## config.mk

```make
export PLATFORM = sky130hd
export DESIGN_NAME = json_string_unescape
export DESIGN_NICKNAME = d
export VERILOG_FILES = /design/src/jsu_pkg.sv /design/src/jsu_decode.sv /design/src/json_string_unescape.sv
export SDC_FILE = /design/constraint.sdc
export NUM_CORES = 1
export LEC_CHECK = 0
export BUFFER_PORTS_ARGS = -buffer_cell sky130_fd_sc_hd__buf_4
export CORE_AREA = 2 2 204 206
export CTS_BUF_LIST = sky130_fd_sc_hd__clkbuf_4 sky130_fd_sc_hd__clkbuf_8
export DETAILED_ROUTE_END_ITERATION = 10
export DIE_AREA = 0 0 206 208
export GPL_ROUTABILITY_DRIVEN = 0
export PLACE_DENSITY = 0.44
export SLEW_MARGIN = 20
export SYNTH_ARGS = -nofsm -noshare
export SYNTH_HDL_FRONTEND = slang
export SYNTH_HIERARCHICAL = 1
export SYNTH_SLANG_ARGS = --single-unit
export TNS_END_PERCENT = 5
```

## constraint.sdc

```tcl
create_clock -name aclk -period 9.7 [get_ports aclk]
set_input_delay 0.485 -clock aclk [delete_from_list [all_inputs] [get_ports aclk]]
set_output_delay 0.485 -clock aclk [all_outputs]
set_load 0.01 [all_outputs]
```

## src/jsu_pkg.sv

```systemverilog
package jsu_pkg;

    // Kind of a result word, carried on m_tuser.
    typedef enum logic [1:0] {
        KIND_BYTE  = 2'd0,
        KIND_CLOSE = 2'd1,
        KIND_ERROR = 2'd2
    } kind_t;

    // Parser position inside a string.
    typedef enum logic [2:0] {
        M_IDLE = 3'd0,
        M_STR  = 3'd1,
        M_ESC  = 3'd2,
        M_HEX  = 3'd3,
        M_LBS  = 3'd4,
        M_LU   = 3'd5,
        M_LHEX = 3'd6,
        M_UTF  = 3'd7
    } mode_t;

    // All result words caused by one source byte. cnt is 0 when the byte
    // produces nothing; close and error groups always hold one word.
    typedef struct packed {
        logic [3:0][7:0] bytes;
        logic [2:0]      cnt;
        kind_t           kind;
    } group_t;

    localparam logic [7:0] CH_QUOTE  = 8'h22;
    localparam logic [7:0] CH_BSLASH = 8'h5c;
    localparam logic [7:0] CH_SLASH  = 8'h2f;
    localparam logic [7:0] CH_B      = 8'h62;
    localparam logic [7:0] CH_F      = 8'h66;
    localparam logic [7:0] CH_N      = 8'h6e;
    localparam logic [7:0] CH_R      = 8'h72;
    localparam logic [7:0] CH_T      = 8'h74;
    localparam logic [7:0] CH_U      = 8'h75;
    localparam logic [7:0] CH_SPACE  = 8'h20;

    localparam logic [20:0] MAX_SCALAR = 21'h10ffff;
    localparam logic [15:0] HIGH_LO    = 16'hd800;
    localparam logic [15:0] HIGH_HI    = 16'hdbff;
    localparam logic [15:0] LOW_LO     = 16'hdc00;
    localparam logic [15:0] LOW_HI     = 16'hdfff;

    // Returns {valid, digit value} for one ASCII hex digit.
    function automatic logic [4:0] hex_value(logic [7:0] b);
        logic [4:0] r;
        r = 5'd0;
        if (b >= 8'h30 && b <= 8'h39) begin
            r = {1'b1, b[3:0]};
        end else if ((b >= 8'h61 && b <= 8'h66) || (b >= 8'h41 && b <= 8'h46)) begin
            r = {1'b1, b[3:0] + 4'd9};
        end
        return r;
    endfunction

    // UTF-8 encoding of one scalar value as a byte group.
    function automatic group_t utf8_encode(logic [20:0] p);
        group_t g;
        g = '0;
        g.kind = KIND_BYTE;
        if (p <= 21'h7f) begin
            g.bytes[0] = p[7:0];
            g.cnt      = 3'd1;
        end else if (p <= 21'h7ff) begin
            g.bytes[0] = {3'b110, p[10:6]};
            g.bytes[1] = {2'b10, p[5:0]};
            g.cnt      = 3'd2;
        end else if (p <= 21'hffff) begin
            g.bytes[0] = {4'b1110, p[15:12]};
            g.bytes[1] = {2'b10, p[11:6]};
            g.bytes[2] = {2'b10, p[5:0]};
            g.cnt      = 3'd3;
        end else begin
            g.bytes[0] = {5'b11110, p[20:18]};
            g.bytes[1] = {2'b10, p[17:12]};
            g.bytes[2] = {2'b10, p[11:6]};
            g.bytes[3] = {2'b10, p[5:0]};
            g.cnt      = 3'd4;
        end
        return g;
    endfunction

endpackage

```

## src/jsu_decode.sv

```systemverilog
module jsu_decode (
    input  logic            aclk,
    input  logic            aresetn,
    input  logic            step,
    input  logic [7:0]      in_byte,
    input  logic            source_end,
    input  logic [15:0]     limit,
    output jsu_pkg::group_t grp
);
    import jsu_pkg::*;

    mode_t           mode_reg, mode_next;
    logic [15:0]     hex_accum_reg, hex_accum_next;
    logic [9:0]      high_half_reg, high_half_next;
    logic [2:0]      hex_seen_reg, hex_seen_next;
    logic [3:0][7:0] scalar_bytes_reg, scalar_bytes_next;
    logic [2:0]      scalar_width_reg, scalar_width_next;
    logic [2:0]      scalar_seen_reg, scalar_seen_next;
    logic [16:0]     length_reg, length_next;

    logic [4:0]      hv;
    logic [15:0]     acc_new;
    logic [2:0]      hex_seen_inc;
    logic [3:0][7:0] sb_new;
    logic [2:0]      seen_inc;

    assign hv           = hex_value(in_byte);
    assign acc_new      = {hex_accum_reg[11:0], hv[3:0]};
    assign hex_seen_inc = hex_seen_reg + 3'd1;
    assign seen_inc     = scalar_seen_reg + 3'd1;

    always_comb begin
        sb_new = scalar_bytes_reg;
        sb_new[scalar_seen_reg[1:0]] = in_byte;
    end

    always_ff @(posedge aclk) begin
        if (!aresetn) begin
            mode_reg         <= M_IDLE;
            hex_accum_reg    <= '0;
            high_half_reg    <= '0;
            hex_seen_reg     <= '0;
            scalar_width_reg <= '0;
            scalar_seen_reg  <= '0;
            length_reg       <= '0;
        end else begin
            mode_reg         <= mode_next;
            hex_accum_reg    <= hex_accum_next;
            high_half_reg    <= high_half_next;
            hex_seen_reg     <= hex_seen_next;
            scalar_width_reg <= scalar_width_next;
            scalar_seen_reg  <= scalar_seen_next;
            length_reg       <= length_next;
        end
    end

    always_ff @(posedge aclk) begin
        scalar_bytes_reg <= scalar_bytes_next;
    end

    always_comb begin
        logic        emit;
        logic        err;
        logic        close;
        group_t      eg;
        logic [20:0] p;
        logic [20:0] pmin;
        logic [17:0] sum;

        mode_next         = mode_reg;
        hex_accum_next    = hex_accum_reg;
        high_half_next    = high_half_reg;
        hex_seen_next     = hex_seen_reg;
        scalar_bytes_next = scalar_bytes_reg;
        scalar_width_next = scalar_width_reg;
        scalar_seen_next  = scalar_seen_reg;
        length_next       = length_reg;
        emit  = 1'b0;
        err   = 1'b0;
        close = 1'b0;
        eg    = '0;
        eg.kind = KIND_BYTE;
        p     = '0;
        pmin  = '0;
        sum   = '0;
        grp   = '0;
        grp.kind = KIND_BYTE;

        if (step) begin
            if (mode_reg == M_IDLE) begin
                if (!source_end && in_byte == CH_QUOTE) begin
                    mode_next   = M_STR;
                    length_next = '0;
                end
            end else if (source_end) begin
                err = 1'b1;
            end else begin
                case (mode_reg)
                    M_STR: begin
                        if (in_byte == CH_QUOTE) begin
                            close = 1'b1;
                        end else if (in_byte < CH_SPACE) begin
                            err = 1'b1;
                        end else if (in_byte == CH_BSLASH) begin
                            mode_next = M_ESC;
                        end else if (!in_byte[7]) begin
                            emit         = 1'b1;
                            eg.bytes[0]  = in_byte;
                            eg.cnt       = 3'd1;
                        end else begin
                            if (in_byte >= 8'hc2 && in_byte <= 8'hdf) begin
                                scalar_width_next = 3'd2;
                            end else if (in_byte >= 8'he0 && in_byte <= 8'hef) begin
                                scalar_width_next = 3'd3;
                            end else if (in_byte >= 8'hf0 && in_byte <= 8'hf4) begin
                                scalar_width_next = 3'd4;
                            end else begin
                                err = 1'b1;
                            end
                            if (!err) begin
                                scalar_bytes_next[0] = in_byte;
                                scalar_seen_next     = 3'd1;
                                mode_next            = M_UTF;
                            end
                        end
                    end
                    M_UTF: begin
                        if (in_byte[7:6] != 2'b10) begin
                            err = 1'b1;
                        end else begin
                            scalar_bytes_next = sb_new;
                            scalar_seen_next  = seen_inc;
                            if (seen_inc >= scalar_width_reg) begin
                                case (scalar_width_reg)
                                    3'd2: begin
                                        p    = {10'd0, sb_new[0][4:0], sb_new[1][5:0]};
                                        pmin = 21'h80;
                                        eg.cnt = 3'd2;
                                    end
                                    3'd3: begin
                                        p    = {5'd0, sb_new[0][3:0], sb_new[1][5:0],
                                                sb_new[2][5:0]};
                                        pmin = 21'h800;
                                        eg.cnt = 3'd3;
                                    end
                                    default: begin
                                        p    = {sb_new[0][2:0], sb_new[1][5:0],
                                                sb_new[2][5:0], sb_new[3][5:0]};
                                        pmin = 21'h10000;
                                        eg.cnt = 3'd4;
                                    end
                                endcase
                                if (p < pmin || p > MAX_SCALAR ||
                                    (p >= 21'(HIGH_LO) && p <= 21'(LOW_HI))) begin
                                    err = 1'b1;
                                end else begin
                                    mode_next = M_STR;
                                    emit      = 1'b1;
                                    eg.bytes  = sb_new;
                                end
                            end
                        end
                    end
                    M_ESC: begin
                        mode_next = M_STR;
                        eg.cnt    = 3'd1;
                        emit      = 1'b1;
                        case (in_byte)
                            CH_QUOTE, CH_BSLASH, CH_SLASH: eg.bytes[0] = in_byte;
                            CH_B: eg.bytes[0] = 8'h08;
                            CH_F: eg.bytes[0] = 8'h0c;
                            CH_N: eg.bytes[0] = 8'h0a;
                            CH_R: eg.bytes[0] = 8'h0d;
                            CH_T: eg.bytes[0] = 8'h09;
                            CH_U: begin
                                emit           = 1'b0;
                                mode_next      = M_HEX;
                                hex_accum_next = '0;
                                hex_seen_next  = '0;
                            end
                            default: begin
                                emit = 1'b0;
                                err  = 1'b1;
                            end
                        endcase
                    end
                    M_HEX, M_LHEX: begin
                        if (!hv[4]) begin
                            err = 1'b1;
                        end else begin
                            hex_accum_next = acc_new;
                            hex_seen_next  = hex_seen_inc;
                            if (hex_seen_inc >= 3'd4) begin
                                if (mode_reg == M_HEX) begin
                                    if (acc_new >= HIGH_LO && acc_new <= HIGH_HI) begin
                                        high_half_next = acc_new[9:0];
                                        mode_next      = M_LBS;
                                    end else if (acc_new >= LOW_LO && acc_new <= LOW_HI) begin
                                        err = 1'b1;
                                    end else begin
                                        mode_next = M_STR;
                                        emit      = 1'b1;
                                        eg        = utf8_encode({5'd0, acc_new});
                                    end
                                end else if (acc_new < LOW_LO || acc_new > LOW_HI) begin
                                    err = 1'b1;
                                end else begin
                                    // Surrogate pair: 0x10000 plus 20 payload bits.
                                    mode_next = M_STR;
                                    emit      = 1'b1;
                                    eg        = utf8_encode(21'h10000 +
                                                {1'b0, high_half_reg, acc_new[9:0]});
                                end
                            end
                        end
                    end
                    M_LBS: begin
                        if (in_byte != CH_BSLASH) begin
                            err = 1'b1;
                        end else begin
                            mode_next = M_LU;
                        end
                    end
                    M_LU: begin
                        if (in_byte != CH_U) begin
                            err = 1'b1;
                        end else begin
                            mode_next      = M_LHEX;
                            hex_accum_next = '0;
                            hex_seen_next  = '0;
                        end
                    end
                    default: begin
                        err = 1'b1;
                    end
                endcase
            end

            if (emit) begin
                sum = {1'b0, length_reg} + 18'(eg.cnt);
                if (sum > 18'(limit)) begin
                    err = 1'b1;
                end else begin
                    length_next = sum[16:0];
                    grp         = eg;
                end
            end

            if (err) begin
                grp       = '0;
                grp.kind  = KIND_ERROR;
                grp.cnt   = 3'd1;
                mode_next = M_IDLE;
            end else if (close) begin
                grp       = '0;
                grp.kind  = KIND_CLOSE;
                grp.cnt   = 3'd1;
                mode_next = M_IDLE;
            end
        end
    end

endmodule

```

## src/json_string_unescape.sv

```systemverilog
// JSON string unescaper with UTF-8 validation. Source bytes enter on the s_
// side starting at the opening quote; bytes before it are dropped silently.
// Decoded UTF-8 leaves on the m_ side one word per byte, tagged by m_tuser
// as a data byte, a string close, or an error, with m_tlast marking the final
// word caused by one source byte. Escapes \" \\ \/ \b \f \n \r \t and \uXXXX
// are decoded, surrogate pairs are joined, raw multi-byte UTF-8 is held back
// until the whole scalar has been checked, and a string whose decoded length
// would exceed the smaller of the cfg_data limit and MAX_STRING_BYTES ends
// in an error word instead of the offending scalar. A source byte is taken
// every cycle while the group queue has room: it is registered, decoded
// combinationally, and its words are queued in a two-entry group queue. The
// output side moves one word per cycle while m_tready is high, so a source
// byte that decodes to N bytes holds the output for N words (N is at most four).
// The limit register may be written only while no string is being processed.
module json_string_unescape #(
    parameter int unsigned MAX_STRING_BYTES = 65535
) (
    input  logic        aclk,
    input  logic        aresetn,
    // Configuration: largest decoded string length in bytes.
    input  logic        cfg_valid,
    output logic        cfg_ready,
    input  logic [15:0] cfg_data,
    // Source stream.
    input  logic        s_tvalid,
    output logic        s_tready,
    input  logic [7:0]  s_tdata,   // [7:0] in_byte
    input  logic        s_tuser,   // [0] source_end: source exhausted, tdata ignored
    // Decoded stream.
    output logic        m_tvalid,
    input  logic        m_tready,
    output logic [7:0]  m_tdata,   // [7:0] out_byte
    output logic [1:0]  m_tuser,   // [1:0] kind: 0 byte, 1 close, 2 error
    output logic        m_tlast    // final word caused by one source byte
);
    import jsu_pkg::*;

    localparam logic [15:0] LIMIT_CAP =
        (MAX_STRING_BYTES > 65535) ? 16'hffff : 16'(MAX_STRING_BYTES);

    logic [15:0] string_limit_reg;
    logic [15:0] limit_eff;

    logic        in_valid_reg;
    logic [7:0]  in_byte_reg;
    logic        in_end_reg;

    group_t      grp_reg [2];
    logic        wr_ptr_reg;
    logic        rd_ptr_reg;
    logic [1:0]  cnt_reg;
    logic [1:0]  idx_reg;

    group_t      dec_grp;
    group_t      head;
    logic        consume;
    logic        push;
    logic        pop;
    logic        word_done;

    // The limit register is always writable.
    assign cfg_ready = 1'b1;

    always_ff @(posedge aclk) begin
        if (!aresetn) begin
            string_limit_reg <= 16'hffff;
        end else if (cfg_valid) begin
            string_limit_reg <= cfg_data;
        end
    end

    assign limit_eff = (string_limit_reg < LIMIT_CAP) ? string_limit_reg : LIMIT_CAP;

    // The held byte is decoded once the group queue has a free entry.
    assign consume  = in_valid_reg && (cnt_reg != 2'd2);
    assign s_tready = !in_valid_reg || consume;

    always_ff @(posedge aclk) begin
        if (!aresetn) begin
            in_valid_reg <= 1'b0;
        end else if (s_tready) begin
            in_valid_reg <= s_tvalid;
        end
    end

    always_ff @(posedge aclk) begin
        if (s_tready && s_tvalid) begin
            in_byte_reg <= s_tdata;
            in_end_reg  <= s_tuser;
        end
    end

    jsu_decode u_decode (
        .aclk       (aclk),
        .aresetn    (aresetn),
        .step       (consume),
        .in_byte    (in_byte_reg),
        .source_end (in_end_reg),
        .limit      (limit_eff),
        .grp        (dec_grp)
    );

    // Group queue: source bytes that produce nothing are not queued.
    assign push = consume && (dec_grp.cnt != 3'd0);

    assign head      = grp_reg[rd_ptr_reg];
    assign m_tvalid  = (cnt_reg != 2'd0);
    assign m_tdata   = head.bytes[idx_reg];
    assign m_tuser   = head.kind;
    assign m_tlast   = ({1'b0, idx_reg} + 3'd1) == head.cnt;
    assign word_done = m_tvalid && m_tready;
    assign pop       = word_done && m_tlast;

    always_ff @(posedge aclk) begin
        if (push) begin
            grp_reg[wr_ptr_reg] <= dec_grp;
        end
    end

    always_ff @(posedge aclk) begin
        if (!aresetn) begin
            wr_ptr_reg <= 1'b0;
            rd_ptr_reg <= 1'b0;
            cnt_reg    <= 2'd0;
            idx_reg    <= 2'd0;
        end else begin
            if (push) begin
                wr_ptr_reg <= !wr_ptr_reg;
            end
            if (pop) begin
                rd_ptr_reg <= !rd_ptr_reg;
                idx_reg    <= 2'd0;
            end else if (word_done) begin
                idx_reg <= idx_reg + 2'd1;
            end
            cnt_reg <= cnt_reg + {1'b0, push} - {1'b0, pop};
        end
    end

    // The queue never holds more than its two entries.
    assert property (@(posedge aclk) disable iff (!aresetn) cnt_reg != 2'd3)
        else $error("group queue overflow");

    // Close and error words stand alone, so they always end their group.
    assert property (@(posedge aclk) disable iff (!aresetn)
        (m_tvalid && m_tuser != KIND_BYTE) |-> m_tlast)
        else $error("close or error word not marked last");

    // A partly sent group keeps the queue non-empty.
    assert property (@(posedge aclk) disable iff (!aresetn)
        (idx_reg != 2'd0) |-> m_tvalid)
        else $error("word index set with empty queue");

    // A decoded group never carries more than four words.
    assert property (@(posedge aclk) disable iff (!aresetn)
        push |-> (dec_grp.cnt <= 3'd4))
        else $error("decoded group too large");

endmodule
```

# Yosys cells after proc, flatten, opt, wreduce, memory -nomap -nowiden
# Memory sizes are Yosys's and may differ from the RTL's. A register that Yosys moved wholly into a read port is not among the register bits.
# Cells that the tools add are included.
word_totals:
  regBits: 115
  ram_bits: 74
  inputBits: 30
  elab_cells: 331
  mem_count: 1
memory_table:
  columns: ["memory", "depth", "word_bits", "rd", "rd_ports_with_merged_regs", "write_ports", "line_no", "text"]
  rows:
  - ["grp_reg", 2, 37, 1, 1, 1, "json_string_unescape.sv:48", "group_t grp_reg [2];"]
classes:
  addsub: 9
  n_lt_le_gt_ge: 35
  n_eq_ne: 47
  muxes: 170
  bitwise_logic: 7
  reduce_logical: 43
ops:
  columns: ["op", "n"]
  rows:
  - ["37-bit 2-to-1 mux", 14]
  - ["21-bit 2-to-1 mux", 12]
  - ["3-bit 2-to-1 mux", 33]
  - ["17-bit 2-to-1 mux", 5]
  - ["8-bit 2-to-1 mux", 10]
  - ["35-bit 2-to-1 mux", 2]
  - ["1-bit 2-to-1 mux", 58]
  - ["8-bit by 7-bit == test with 1-bit output, second input constant", 7]
  - ["11-bit 2-to-1 mux", 5]
  - ["16-bit 2-to-1 mux", 3]
  - ["24-bit case mux with 2 select lines", 1]
  - ["8-bit case mux with 6 select lines", 1]
  - ["11-bit case mux with 4 select lines", 1]
  - ["21-bit by 16-bit <= comparator with 1-bit output, second input constant", 2]
  - ["21-bit case mux with 2 select lines", 1]
  - ["12-bit 2-to-1 mux", 3]
  - ["12-bit case mux with 3 select lines", 1]
  - ["17-bit case mux with 2 select lines", 1]
  - ["32-bit bitwise mux", 1]
  - ["16-bit greater-or-equal comparator, second input constant", 2]
  - ["16-bit <= comparator, second input constant", 2]
  - ["16-bit less-than comparator, second input constant", 2]
  - ["32-bit 2-to-1 mux", 1]
  - ["5-bit by 4-bit inequality test with 1-bit output, second input constant", 6]
  - ["74 further kinds", 137]

# Longest topological paths before layout
# Gate-level depths: netlist of the first run.
depth:
  ltp_word: 33
  mapped_depth: 39

# By module
# The synthesis of the first run kept the hierarchy.
modules_own_cells:
  columns: ["module", "instances", "cells_per_inst", "area_per_inst_um2", "seq_area_each_um2"]
  rows:
  - ["jsu_decode", 1, 889, 7084.3, 1981.9]
  - ["json_string_unescape", 1, 231, 4140.2, 2972.9]

# Worst setup path before layout of the first run
# Ideal clock, no wire load.
synth_timing:
  kind: "flip-flop to flip-flop"
  from: "register in_byte_reg[1]"
  to: "memory grp_reg[0][0] (netlist name) (enable)"
  setup_ns: 0.433
  arrival_time_ns: 8.064
  required_ns: 9.267
  slack_ns: 1.203
  stages_incl_launch_ff: 32
  path_cell_list: "edfxtp_1 > clkbuf_1 > inv_1 > ha_1 > or3b_1 > a211oi_2 > o22ai_1 > buf_6 > nor4b_1 > o21ai_1 > a31oi_1 > o22ai_1 > nand2b_1 > inv_1 > ha_1 > a21o_1 > a21oi_1 > nor2_1 > nand4_1 > xnor2_1 > ha_1 > a211o_1 > o211ai_1 > a21oi_1 > nor4_1 > o22ai_1 > a211oi_4 > nand2_1 > clkbuf_1 > nor3_1 > o311ai_0 > nor2_1"
synth_lines:
  columns: ["item", "line_no", "text"]
  rows:
  - ["start: declaration", "json_string_unescape.sv:45", "logic [7:0] in_byte_reg;"]
  - ["start signal: assignment", "json_string_unescape.sv:88", "in_byte_reg <= s_tdata;"]
  - ["end: declaration", "json_string_unescape.sv:48", null]

==> reports/results.ini, run 1 <==
[outcome]
status=completed

[clock_tree]
root_buffer=clkbuf_8
cts_inserted_buffers=17
clk_latency_ns=0.50
clkTransAtPathRegs_ns=0.11
cts_setup_buffers=0
post_cts_resized=0
cts.path.max_buffers=2
hold_buffers=0
cts_tree=built
htree_levels=4
clock-sinks=190

[synth]
synth_flop_cell=edfxtp_1
synth_top_area_share_pct=30.8
synth.distinct_cells=96
synthArstFlopShare_pct=0
syn-num-nets=1188
ys_seq_area_share_pct=44.1
ys.warnings.count=6
synth_top_family_by_area=simple AND/OR/NAND/NOR gates
synthTopCellsByArea=edfxtp_1, dfxtp_1, ha_1
ys_ff_latch=190
synth-simple-area-share_pct=17.6
synth.avg_cell_area_sq_um=10.0
yosysTopAreaCell=edfxtp_1
synth_adder_area_share_pct=4.30
synth_compound_area_share_pct=15.7
synth.area.mux_share_pct=11.2
synth_edf_count=115
syn_area_sq_um=11200
synthXorXnorAreaFrac_pct=1.87
synth_cells=1120

[sta]
finalSetupViolCount=0
slew_headroom_pct=32.9
fin_crit_sh_pct=91.1
fmax_ghz=0.113
finalMaxSlewViolations=0
tightest_slew_ns=1.00
rsz0062_at_grt=false
timing.setup.tns_ns=0
fin_skew_ns=0.0208
hold_violations=0
finalCriticalPeriod_ns=8.84

[critical_path]
cp_slowest_cell=a31oi_1
critPathKind=reg2reg
worst_setup_path_start_kind=flop
cp-end-kind=flop
regToRegSetupSlack_ns=0.86
r2r_cells=36
worstReg2RegStart=in_byte_reg[0]$_DFFE_PP_
cpMostUsedCell=ha_1
arrival_ns=9.23
critPathRequiredTime_ns=10.09
cp_max_fo=14
cpLargestDelayFamily=compound AO/OA/AOI/OAI gates
max_stage_delay_ns=0.49
critPathBufInv=6
r2r_end=cnt_reg[1]$_SDFF_PN0_

[layout]
largest_reg_flops=74
diodes=0
nNetsFinal=1190
syn_to_final_growth_pct=10.4
drive_gt1_share_pct=15.8
final_cells=1667

[floorplan]
die_w_um=206
die_area_sq_um=42800
start_util_pct=27.7
die_h_um=208
rows=74
io_pins=44
core_sq_um=40600

[worst_hold_path]
min_to=in_byte_reg[7]$_DFFE_PP_
whs_path_depth=1
hold_path_class=in2reg
min_from=s_tdata[7]

[drt]
dr.pass1.iters=7
drtIter0Drc=794
wl_um=32400
vias_per_cell=5.19
vias=8652
wl_per_cell_um=19.4
postRouteAntennaNets=0
drc_errors=0

[place]
portBuffers=42
post-dp-hpwl_um=24000
dp.cells=1634

[global_route]
grt_pass1_vias=8374
grt_pass1_wl_um=50500
antenna_found_initial=0
overflow=0
grt_max_degree=39
track_usage_pct=15.3

[run]
cap_violations=0

[power]
leakage_nw=4.39
irDropWorstVdd_mv=0.0620
powerDensity_nw_per_um2=117

[stage by stage]
stage	hold WS, ns	power (mW)	utilization, %	area (sq um)	setup WS (ns)
finish	0.153	1.45	30.6	12400	0.862
global route	0.122	1.51	30.6	12400	0.0255
CTS	0.114	1.47	30.5	12400	0.214
detailed placement	0.461	0.946	29.5	12000	0.258
global placement	0.458	0.946	29.5	12000	0.580
floorplan	0.440	0.920	-	11200	1.20
[cells in the mapped netlist (5+ instances only)]
master     instances
or2_2              9
a31oi_1            6
buf_4              5
a22o_1            15
a21o_1            10
buf_6              5
a211oi_1           8
xnor2_1           19
buf_2             12
buf_1              5
xor2_1             5
nor4_1             8
o22ai_1            7
o21bai_1           5
o21ai_0           40
or3_1              9
clkbuf_1          50
o2bb2ai_1          7
o211ai_1           8
nand2b_1           9
nor3_1            35
nand3_1           26
a21oi_1           72
o21a_1             5
mux2_2            36
nand2_1           96
a22oi_1           15
edfxtp_1         115
nor2_1           103
o31ai_1            5
nand4_1           16
inv_1             45
dfxtp_1           75
nor2b_1           10
and3_1             7
mux4_1             8
and2_1            20
mux2i_1           45
mux4_2             8
ha_1              37
[layout make-up]
class	instances	area [sq um]
clock inverters	15	141
flip-flops and latches	190	4950
multi-input cells	803	5740
well taps	532	666
fillers	4235	28200
clock buffers	17	234
inverters	48	180
repair buffers	62	478
[kinds of logic (layout without fill, tap and decap cells)]
family	count (synthesis)	in the layout
xor+xnor	24	24
buf+inv	127	142
simple gates	386	386
mux	98	98
fa+ha+maj	38	38
other cells	1	1
flops	190	190
compound gates	256	256
[power breakdown]
group | internal (mW) | switching (mW) | leakage, nW
Clock | 0.190 | 0.333 | 0.196
Combinational | 0.0262 | 0.0434 | 2.50
Sequential | 0.853 | 0.00515 | 1.69
[worst max-delay path by stage]
| stage | start | to | slack [ns] | cells past startpoint |
|---|---|---|---|---|
| after floorplan | in_byte_reg[1]$_DFFE_PP_ | grp_reg[0][0]$_DFFE_PP_ | 1.20 | 31 |
| after global placement | in_byte_reg[0]$_DFFE_PP_ | grp_reg[1][5]$_DFFE_PP_ | 0.58 | 31 |
| after detailed placement | in_byte_reg[0]$_DFFE_PP_ | grp_reg[1][5]$_DFFE_PP_ | 0.26 | 31 |
| after CTS | in_byte_reg[0]$_DFFE_PP_ | grp_reg[1][13]$_DFFE_PP_ | 0.21 | 31 |
| after global routing | in_byte_reg[0]$_DFFE_PP_ | cnt_reg[1]$_SDFF_PN0_ | 0.03 | 36 |
| final | in_byte_reg[0]$_DFFE_PP_ | cnt_reg[1]$_SDFF_PN0_ | 0.86 | 36 |
[routing by layer]
| layer | vias up | part of all wire, % | wire length (um) | track usage [%] |
|---|---|---|---|---|
| met5 | - | 0 | 0 | 0 |
| met3 | 35 | 4.4 | 1410 | 2.38 |
| met2 | 227 | 45 | 14600 | 23.5 |
| met1 | 4247 | 49 | 15800 | 22.2 |
| met4 | 0 | 1.7 | 546 | 4.36 |
| li1 | 4143 | - | - | - |
[layout by cell type, fill, tap and decap left out, drive strengths merged, types with 19 or more instances in the layout]
master / Yosys / final
nand3: 26 / 26
nor2: 103 / 103
xnor2: 19 / 19
mux2: 37 / 37
inv: 46 / 54
buf: 28 / 62
o21ai: 45 / 45
nor3: 37 / 37
nand2: 97 / 97
edfxtp: 115 / 115
and2: 20 / 20
dfxtp: 75 / 75
a21oi: 75 / 75
ha: 37 / 37
mux2i: 45 / 45
[worst register-to-register path: cells and delay by family, from the launching register on]
family,cells,cell delay (ns)
flops,1,0.37
xor+xnor,3,0.40
buf+inv,6,0.79
simple gates,8,2.25
compound gates,14,3.66
fa+ha+maj,5,1.27
No activity file was read; power rests on OpenSTA's default activity.
==> run 2: changes to the inputs <==
- BUFFER_PORTS_ARGS: -buffer_cell sky130_fd_sc_hd__buf_4 -> -buffer_cell sky130_fd_sc_hd__buf_2
==> reports/results.ini, run 2 (synthesis gave the netlist of run 1 again) <==
[layout]
diodes=0  ; unchanged
drive_gt1_share_pct=16.3  ; +0.53 points
nNetsFinal=1196  ; +0.50%
largest_reg_flops=74  ; unchanged
multiInputGateArea_sq_um=5740  ; about the same
mostFrequentLayoutCell=edfxtp_1
regArea_sq_um=4950  ; unchanged
final_cell_mix=edfxtp_1, nor2_1, nand2_1
syn_to_final_growth_pct=10.3
nFillCells=4254  ; +0.45%

[sta]
slew_headroom_pct=23.8  ; -9.0 points
fin_skew_ns=0.0272  ; +0.00636 ns
finalMaxSlewViolations=0  ; unchanged
fmax_ghz=0.114  ; +0.60%
finalCriticalPeriod_ns=8.78  ; -0.0526 ns
hold_violations=0  ; unchanged
finalSetupViolCount=0  ; unchanged
fin_crit_sh_pct=90.6  ; -0.54 points
rsz0062_at_grt=false
tightest_slew_ns=1.13  ; +0.130 ns
timing.setup.tns_ns=0  ; unchanged

[floorplan]
rows=74  ; unchanged
core_sq_um=40600  ; unchanged
die_area_sq_um=42800  ; unchanged
die_w_um=206  ; unchanged
io_pins=44  ; unchanged
die_h_um=208  ; unchanged
start_util_pct=27.7  ; unchanged

[clock_tree]
cts.path.max_buffers=2  ; unchanged
cts_inserted_buffers=17  ; unchanged
htree_levels=4  ; unchanged
clkTransAtPathRegs_ns=0.12  ; about the same
clock-sinks=190  ; unchanged
clk_latency_ns=0.50  ; about the same
root_buffer=clkbuf_8
cts_tree=built
hold_buffers=0  ; unchanged

[drt]
vias=8729  ; +0.89%
drc_errors=0  ; unchanged
wl_um=32700  ; +0.95%
wl_per_cell_um=19.5  ; +0.59%
dr.pass1.iters=5  ; -2
drtIter0Drc=643  ; -19%
vias_per_cell=5.22  ; +0.53%
postRouteAntennaNets=0  ; unchanged

[global_route]
track_usage_pct=15.6  ; +0.23 points
overflow=0  ; unchanged
grt_max_degree=38  ; -2.6%
antenna_found_initial=0  ; unchanged
grt_pass1_wl_um=51600  ; +2.2%
grt_pass1_vias=8620  ; +2.9%

[place]
portBuffers=42  ; unchanged
post-dp-hpwl_um=24200  ; +0.66%

[critical_path]
cp-end-kind=flop
critPathKind=reg2reg
critPathRequiredTime_ns=10.08  ; about the same
cp_slowest_cell=edfxtp_1
worst_setup_path_start_kind=flop
max_stage_delay_ns=0.57  ; +0.08 ns
cp_max_fo=19  ; +5
arrival_ns=9.17  ; -0.06 ns
cpMostUsedCell=ha_1

[power]
irDropWorstVdd_mv=0.0885  ; +43%
power.share.combinational_pct=4.5  ; -0.3 points
switching_share_pct=25.1  ; -1.2 points
leakage_nw=4.39  ; about the same
powerDensity_nw_per_um2=121  ; +3.5%
power.switching_uw=377  ; -1.2%
clkPwrFrac_pct=38.3  ; +2.3 points
power_mw=1.50  ; +3.4%
p_int_mw=1.12  ; +5.0%
power.share.sequential_pct=57.2  ; -2.0 points

[worst_hold_path]
hold_path_class=in2reg

[outcome]
status=completed

[run]
cap_violations=0  ; unchanged

-- run 2: worst max-delay path: cells and delay by family, from the launching register on --
family | cells | cell delay, ns
AO/OA/AOI/OAI | 12 | 3.24
AND/OR/NAND/NOR | 9 | 1.76
adder cells (fa/ha/maj) | 6 | 1.45
buffers and inverters | 5 | 0.76
flip-flops | 1 | 0.57
multiplexers | 1 | 0.51
XOR/XNOR | 3 | 0.39
-- run 2: worst paths after layout --
kind                                                  startpoint  depth (start not counted)  slack [ns]                                to
worst min register to register  string_limit_reg[3]$_SDFFE_PN1P_                          2        0.48  string_limit_reg[3]$_SDFFE_PN1P_
worst max-delay path                    in_byte_reg[0]$_DFFE_PP_                         36        0.92             cnt_reg[1]$_SDFF_PN0_
worst max register to register          in_byte_reg[0]$_DFFE_PP_                         36        0.92             cnt_reg[1]$_SDFF_PN0_
worst min-delay path                                  s_tdata[7]                          1        0.17          in_byte_reg[7]$_DFFE_PP_
-- run 2: final cells by class --
type / instances / area share [%]
Sequential cell: 190 / 40.0
Clock buffer: 19 / 2.01
Inverter: 48 / 1.46
Tap cell: 532 / 5.38
Clock inverter: 13 / 1.38
Timing Repair Buffer: 68 / 3.38
Multi-Input combinational cell: 803 / 46.4
-- run 2: repair_timing --
item / CTS / global route
gates resized for setup: 0 / 3
setup endpoints to repair: 0 / 61
buffers inserted: 0 / 0
-- run 2: per-stage QoR --
stage	instance area, sq um	worst slack (ns)	utilization (%)	std cells	hold slack (ns)
floorplan	11200	1.20	-	1120	0.440
global placement	11900	0.770	29.4	1640	0.460
detailed placement	11900	0.461	29.4	1640	0.460
CTS	12300	0.387	30.4	1672	0.141
global route	12400	0.172	30.5	1673	0.142
finish	12400	0.915	30.5	1673	0.174
-- run 2: metal layers --
layer | part of all wire, % | wire length, um | track usage (%) | vias up
met4 | 1.5 | 484 | 4.16 | 0
li1 | - | - | - | 4172
met5 | 0 | 0 | 0 | -
met2 | 45 | 14800 | 23.8 | 223
met3 | 4.3 | 1400 | 2.41 | 28
met1 | 49 | 16000 | 22.6 | 4306
-- run 2: power by group through the flow --
stage | registers [mW] | logic [mW] | clock network [mW]
after floorplan | 0.875 | 0.0447 | 0
after global placement | 0.877 | 0.0668 | 0
after detailed placement | 0.877 | 0.0666 | 0
after CTS | 0.858 | 0.0670 | 0.599
after global routing | 0.859 | 0.0743 | 0.629
final | 0.858 | 0.0675 | 0.574
